### src/sv/global_alignment_score_defines.svh
// Assertion helpers for the top-level block, which checks itself.
`ifndef GLOBAL_ALIGNMENT_SCORE_DEFINES_SVH
`define GLOBAL_ALIGNMENT_SCORE_DEFINES_SVH

// Consequent checked in the same cycle as the antecedent.
`define GAS_ASSERT_NOW(lbl, ante, cons, msg) \
    lbl: assert property (@(posedge clk) disable iff (!rst_n) (ante) |-> (cons)) \
        else $error(msg);

// Consequent checked in the cycle after the antecedent.
`define GAS_ASSERT_NEXT(lbl, ante, cons, msg) \
    lbl: assert property (@(posedge clk) disable iff (!rst_n) (ante) |=> (cons)) \
        else $error(msg);

`endif

### src/sv/gas_pkg.sv
package gas_pkg;

    localparam int MAX_LEN = 256;
    localparam int AW      = $clog2(MAX_LEN);
    localparam int LW      = $clog2(MAX_LEN + 1);
    localparam int SW      = 5;
    localparam int OUT_W   = 16;
    // Cells stay within +/- 2*MAX_LEN*16, so this width is enough.
    localparam int CELL_W  = $clog2(2 * MAX_LEN * 16 + 1) + 1;

    localparam int Q_DEPTH = 4;
    localparam int QAW     = $clog2(Q_DEPTH);
    localparam int QCW     = $clog2(Q_DEPTH + 1);

    localparam logic [1:0] ACT_APPEND_A = 2'd0;
    localparam logic [1:0] ACT_APPEND_B = 2'd1;
    localparam logic [1:0] ACT_SCORE    = 2'd2;

    localparam logic [1:0] REG_MATCH    = 2'd0;
    localparam logic [1:0] REG_MISMATCH = 2'd1;
    localparam logic [1:0] REG_GAP      = 2'd2;

    typedef enum logic [1:0] {
        OP_APPEND_A,
        OP_APPEND_B,
        OP_SCORE
    } op_t;

    typedef struct packed {
        op_t        op;
        logic [7:0] symbol;
    } q_entry_t;

    typedef struct packed {
        logic full;
        logic empty;
    } q_status_t;

    typedef struct packed {
        logic pop;
        logic idle;
    } bk_status_t;

    function automatic logic signed [CELL_W-1:0] ext_score(input logic signed [SW-1:0] v);
        return {{(CELL_W - SW){v[SW-1]}}, v};
    endfunction

    function automatic logic signed [OUT_W-1:0] sat_out(input logic signed [CELL_W-1:0] v);
        logic signed [CELL_W+OUT_W:0] w;
        w = {{(OUT_W + 1){v[CELL_W-1]}}, v};
        if (w > 32767)
            return 16'sh7fff;
        else if (w < -32768)
            return 16'sh8000;
        else
            return w[OUT_W-1:0];
    endfunction

endpackage

### src/sv/gas_queue.sv
module gas_queue
    import gas_pkg::*;
(
    input  logic      clk,
    input  logic      rst_n,
    input  logic      push,
    input  q_entry_t  push_entry,
    input  logic      pop,
    output q_entry_t  head,
    output q_status_t q_status
);

    q_entry_t         slot_mem [Q_DEPTH];
    logic [QAW-1:0]   wr_ptr_reg;
    logic [QAW-1:0]   rd_ptr_reg;
    logic [QCW-1:0]   count_reg;
    logic [QCW-1:0]   count_next;

    assign q_status.full  = (count_reg == QCW'(Q_DEPTH));
    assign q_status.empty = (count_reg == '0);
    assign head           = slot_mem[rd_ptr_reg];

    always_comb
    begin
        count_next = count_reg;
        if (push && !pop)
            count_next = count_reg + 1'b1;
        else if (pop && !push)
            count_next = count_reg - 1'b1;
    end

    always_ff @(posedge clk or negedge rst_n)
    begin
        if (!rst_n)
        begin
            wr_ptr_reg <= '0;
            rd_ptr_reg <= '0;
            count_reg  <= '0;
        end
        else
        begin
            if (push)
                wr_ptr_reg <= wr_ptr_reg + 1'b1;
            if (pop)
                rd_ptr_reg <= rd_ptr_reg + 1'b1;
            count_reg <= count_next;
        end
    end

    always_ff @(posedge clk)
    begin
        if (push)
            slot_mem[wr_ptr_reg] <= push_entry;
    end

endmodule

### config.mk
export PLATFORM = sky130hd
export DESIGN_NAME = gas_queue
export DESIGN_NICKNAME = d
export VERILOG_FILES = /design/src/sv/global_alignment_score_defines.svh /design/src/sv/gas_pkg.sv /design/src/sv/gas_queue.sv
export SDC_FILE = /design/constraint.sdc
export NUM_CORES = 1
export LEC_CHECK = 0
export BUFFER_PORTS_ARGS = -buffer_cell sky130_fd_sc_hd__buf_2
export CAP_MARGIN = 20
export CORE_AREA = 5 5 65 67
export CTS_BUF_LIST = sky130_fd_sc_hd__clkbuf_8
export CTS_CLUSTER_DIAMETER = 60
export DETAILED_ROUTE_END_ITERATION = 8
export DIE_AREA = 0 0 70 72
export MAX_ROUTING_LAYER = met4
export PLACE_DENSITY = 0.76
export SLEW_MARGIN = 30
export SYNTH_ARGS = -nofsm -noshare
export SYNTH_HDL_FRONTEND = slang
export SYNTH_SLANG_ARGS = --single-unit
### constraint.sdc
create_clock -name clk -period 1.2 [get_ports clk]
set_input_delay 0.24 -clock clk [delete_from_list [all_inputs] [get_ports clk]]
set_output_delay 0.24 -clock clk [all_outputs]
set_load 0.1 [all_outputs]
==> summary.md <==
| Metric | Value |
|---|---|
| Final Core Density | 73.3% |
| Slowest CP cell | mux4_2 |
| Netlist cell types | 18 |
| Initial Util | 51.4% |
| I/O pin total | 26 |
| Die height | 72 um |
| CP endpoint kind | primary output |
| Vias per inst | 5.16 |
| Initial DRC count | 45 |
| Crit path DAT | 1610 ps |
| Pre-Repair DR Iteration Count | 4 |
| Biggest area consumer among synthesized cells | edfxtp_1 |
| Max-slew violations | 0 |
| Max reg flops | 40 |
| Layout cells sized above 1 | 61.4% |
| Post-Route WL | 3490 um |
| Rows | 22 |
| Ordered list of cells on the worst path | buf_4 > mux4_2 > buf_12 |
| Ant. Diodes | 0 |
| Final Critical Period | 1850 ps |
| Area growth, synth to finish | 42.6% |
| Clock Skew | 7.39 ps |
| DR WL/cell | 18.5 um |
| Sequential area share after synthesis | 74.8% |
| Top cell type's share of synthesized area | 65.3% |
| #FFs+latches synth | 47 |
| Vias post-DR | 971 |
| Full die area | 5040 um2 |
| Clock Path Buffers | 2 |
| Clk sink count | 47 |
| Max-capacitance violation count | 0 |
| Clk slew on worst S/H paths | 90 ps |
| GRT overflow | 0 |
| Fmax achieved | 542 MHz |
| Clock Latency Late Sink | 300 ps |
| Ys Warns | 0 |
| Hold Path Class | in -> reg |
| Port buffer count | 25 |
| Buf+Inv Stages, Crit Path | 2 |
| Vias in the first global route | 1045 |
| Critical path's largest stage delay | 530 ps |
| Relative slew slack | 86.3% |
| Initial antenna violation count | 0 |
| Mean Syn Cell Area | 21.4 um2 |
| Root buf cell | clkbuf_8 |
| RSZ-0062 raised after global routing | true |
| Global-route wire length before repair | 5180 um |
| DP HPWL | 2120 um |
| Setup ws final | -646 ps |
| H-Tree Depth | 2 |
| # DRC | 0 |
| Synthesized Nets | 106 |
| Flop-to-flop setup slack | -220 ps |
| CP required | 960 ps |
| Status | finished, violations left |
| Cells after Synth | 86 |
| Crit-path max FO | 3 |
| Final cycle utilization of the critical path | 154% |
| # setup viols final | 24 |
| Actual slew at the worst max-slew pin | 206 ps |
| CP Launch Type | flop |
| Total core area | 3580 um2 |
| Dominant cells by area after synthesis | edfxtp_1 (65%), mux4_2 (9.8%), dfrtp_1 (9.5%), ha_1 (3.4%), mux4_1 (2.9%) |
| Fin nets | 159 |
| Hold Fails Final Rpt | 0 |
| Total GRT Usage | 14.3% |
| Die width | 70 um |
| CTS tree | yes |
| Worst Path Class, Setup | reg -> out |
| Antenna violation net count after detailed routing | 0 |
| Final Wtd Congestion | 0.735 |
| Largest net degree at the start of global routing | 17 |
| Synthesized cell area | 1840 um2 |
| Violated checks | setup timing |
| CTS buffer count | 5 |
| CP top delay family | multiplexers |
[synth_stat cells]
cell type / number
edfxtp_1: 40
xnor2_1: 2
and2_1: 4
o21ai_0: 1
mux2_2: 1
buf_2: 1
nor3b_1: 1
mux4_1: 2
inv_1: 4
xor2_1: 4
nor3_1: 1
dfrtp_1: 7
nand2_1: 2
mux4_2: 8
nor2_1: 1
fa_1: 1
buf_6: 1
ha_1: 5
[logic make-up (layout without fill, tap and decap cells)]
| kind of cell | Yosys count | after routing | synth area share (%) |
|---|---|---|---|
| flip-flops | 47 | 47 | 74.8 |
| multiplexers | 11 | 11 | 13.3 |
| AND/OR/NAND/NOR | 9 | 12 | 2.65 |
| adder cells (fa/ha/maj) | 6 | 6 | 4.49 |
| XOR/XNOR | 6 | 6 | 2.86 |
| buffers and inverters | 6 | 57 | 1.70 |
| AO/OA/AOI/OAI | 1 | 1 | 0.272 |
[through the flow]
stage	worst slack, ps	area (um2)	hold WS (ps)	instances	setup TNS, ps
final	-646	2620	148	188	-7310
after global routing	-693	2620	139	188	-8440
after CTS	-634	2480	146	183	-7120
after detailed placement	-378	2310	87.4	170	-7420
after global placement	-356	2310	84.6	170	-5230
after floorplan	-398	1890	-55.6	86	-4390
[cells in the final DEF, fill, tap and decap left out, types with 2 or more instances in the layout]
master,synthesis,routed
edfxtp_1,40,40
buf_2,1,13
mux4_2,8,10
buf_6,1,10
buf_12,0,10
buf_4,0,9
and2_4,0,7
ha_4,0,5
clkbuf_8,0,5
xor2_1,4,4
dfrtp_2,0,4
dfrtp_1,7,3
inv_2,0,2
xnor2_1,2,2
nand2_1,2,2
clkinv_4,0,2
clkbuf_16,0,2
[layout make-up]
cell class,instances,area (um2)
well taps,48,60.1
clock inverters,3,25.0
clock buffers,5,68.8
repair buffers,45,505
fillers,221,955
multi-input cells,36,553
inverters,4,30.0
flip-flops and latches,47,1380
[path summary, 6_finish.rpt]
path	cells past startpoint	to	start
max	3	head[5]	rd_ptr_reg[0]
min	1	slot_mem[3][3]	push_entry[3]
max reg2reg	5	count_reg[2]	count_reg[1]
min reg2reg	1	count_reg[2]	count_reg[2]
max in group asynchronous	2	rd_ptr_reg[0]	rst_n
min in group asynchronous	2	count_reg[0]	rst_n
[metal layers]
layer  part of all wire [%]  GRT usage (%)  routed length [um]  vias to the layer above
li1                       -              -                   -                      444
met1                     43           15.6                1510                      500
met2                     51           24.7                1780                       21
met3                    4.0           3.32                 138                        6
met4                    1.5           7.02                  52                        0
met5                      0              -                   0                        -
[repair_timing]
action / CTS / global route
gates cloned: 1 / 4
setup buffers: 4 / 2
gates resized for setup: 21 / 17
endpoints found under the hold margin: 7 / 0
pin swaps: 6 / 5
endpoints found under the setup margin: 54 / 54
hold buffers: 1 / 0
Power is left out: the tool's default activity adds up to more than one toggle a clock period on the data nets, which glitch-free logic cannot reach.
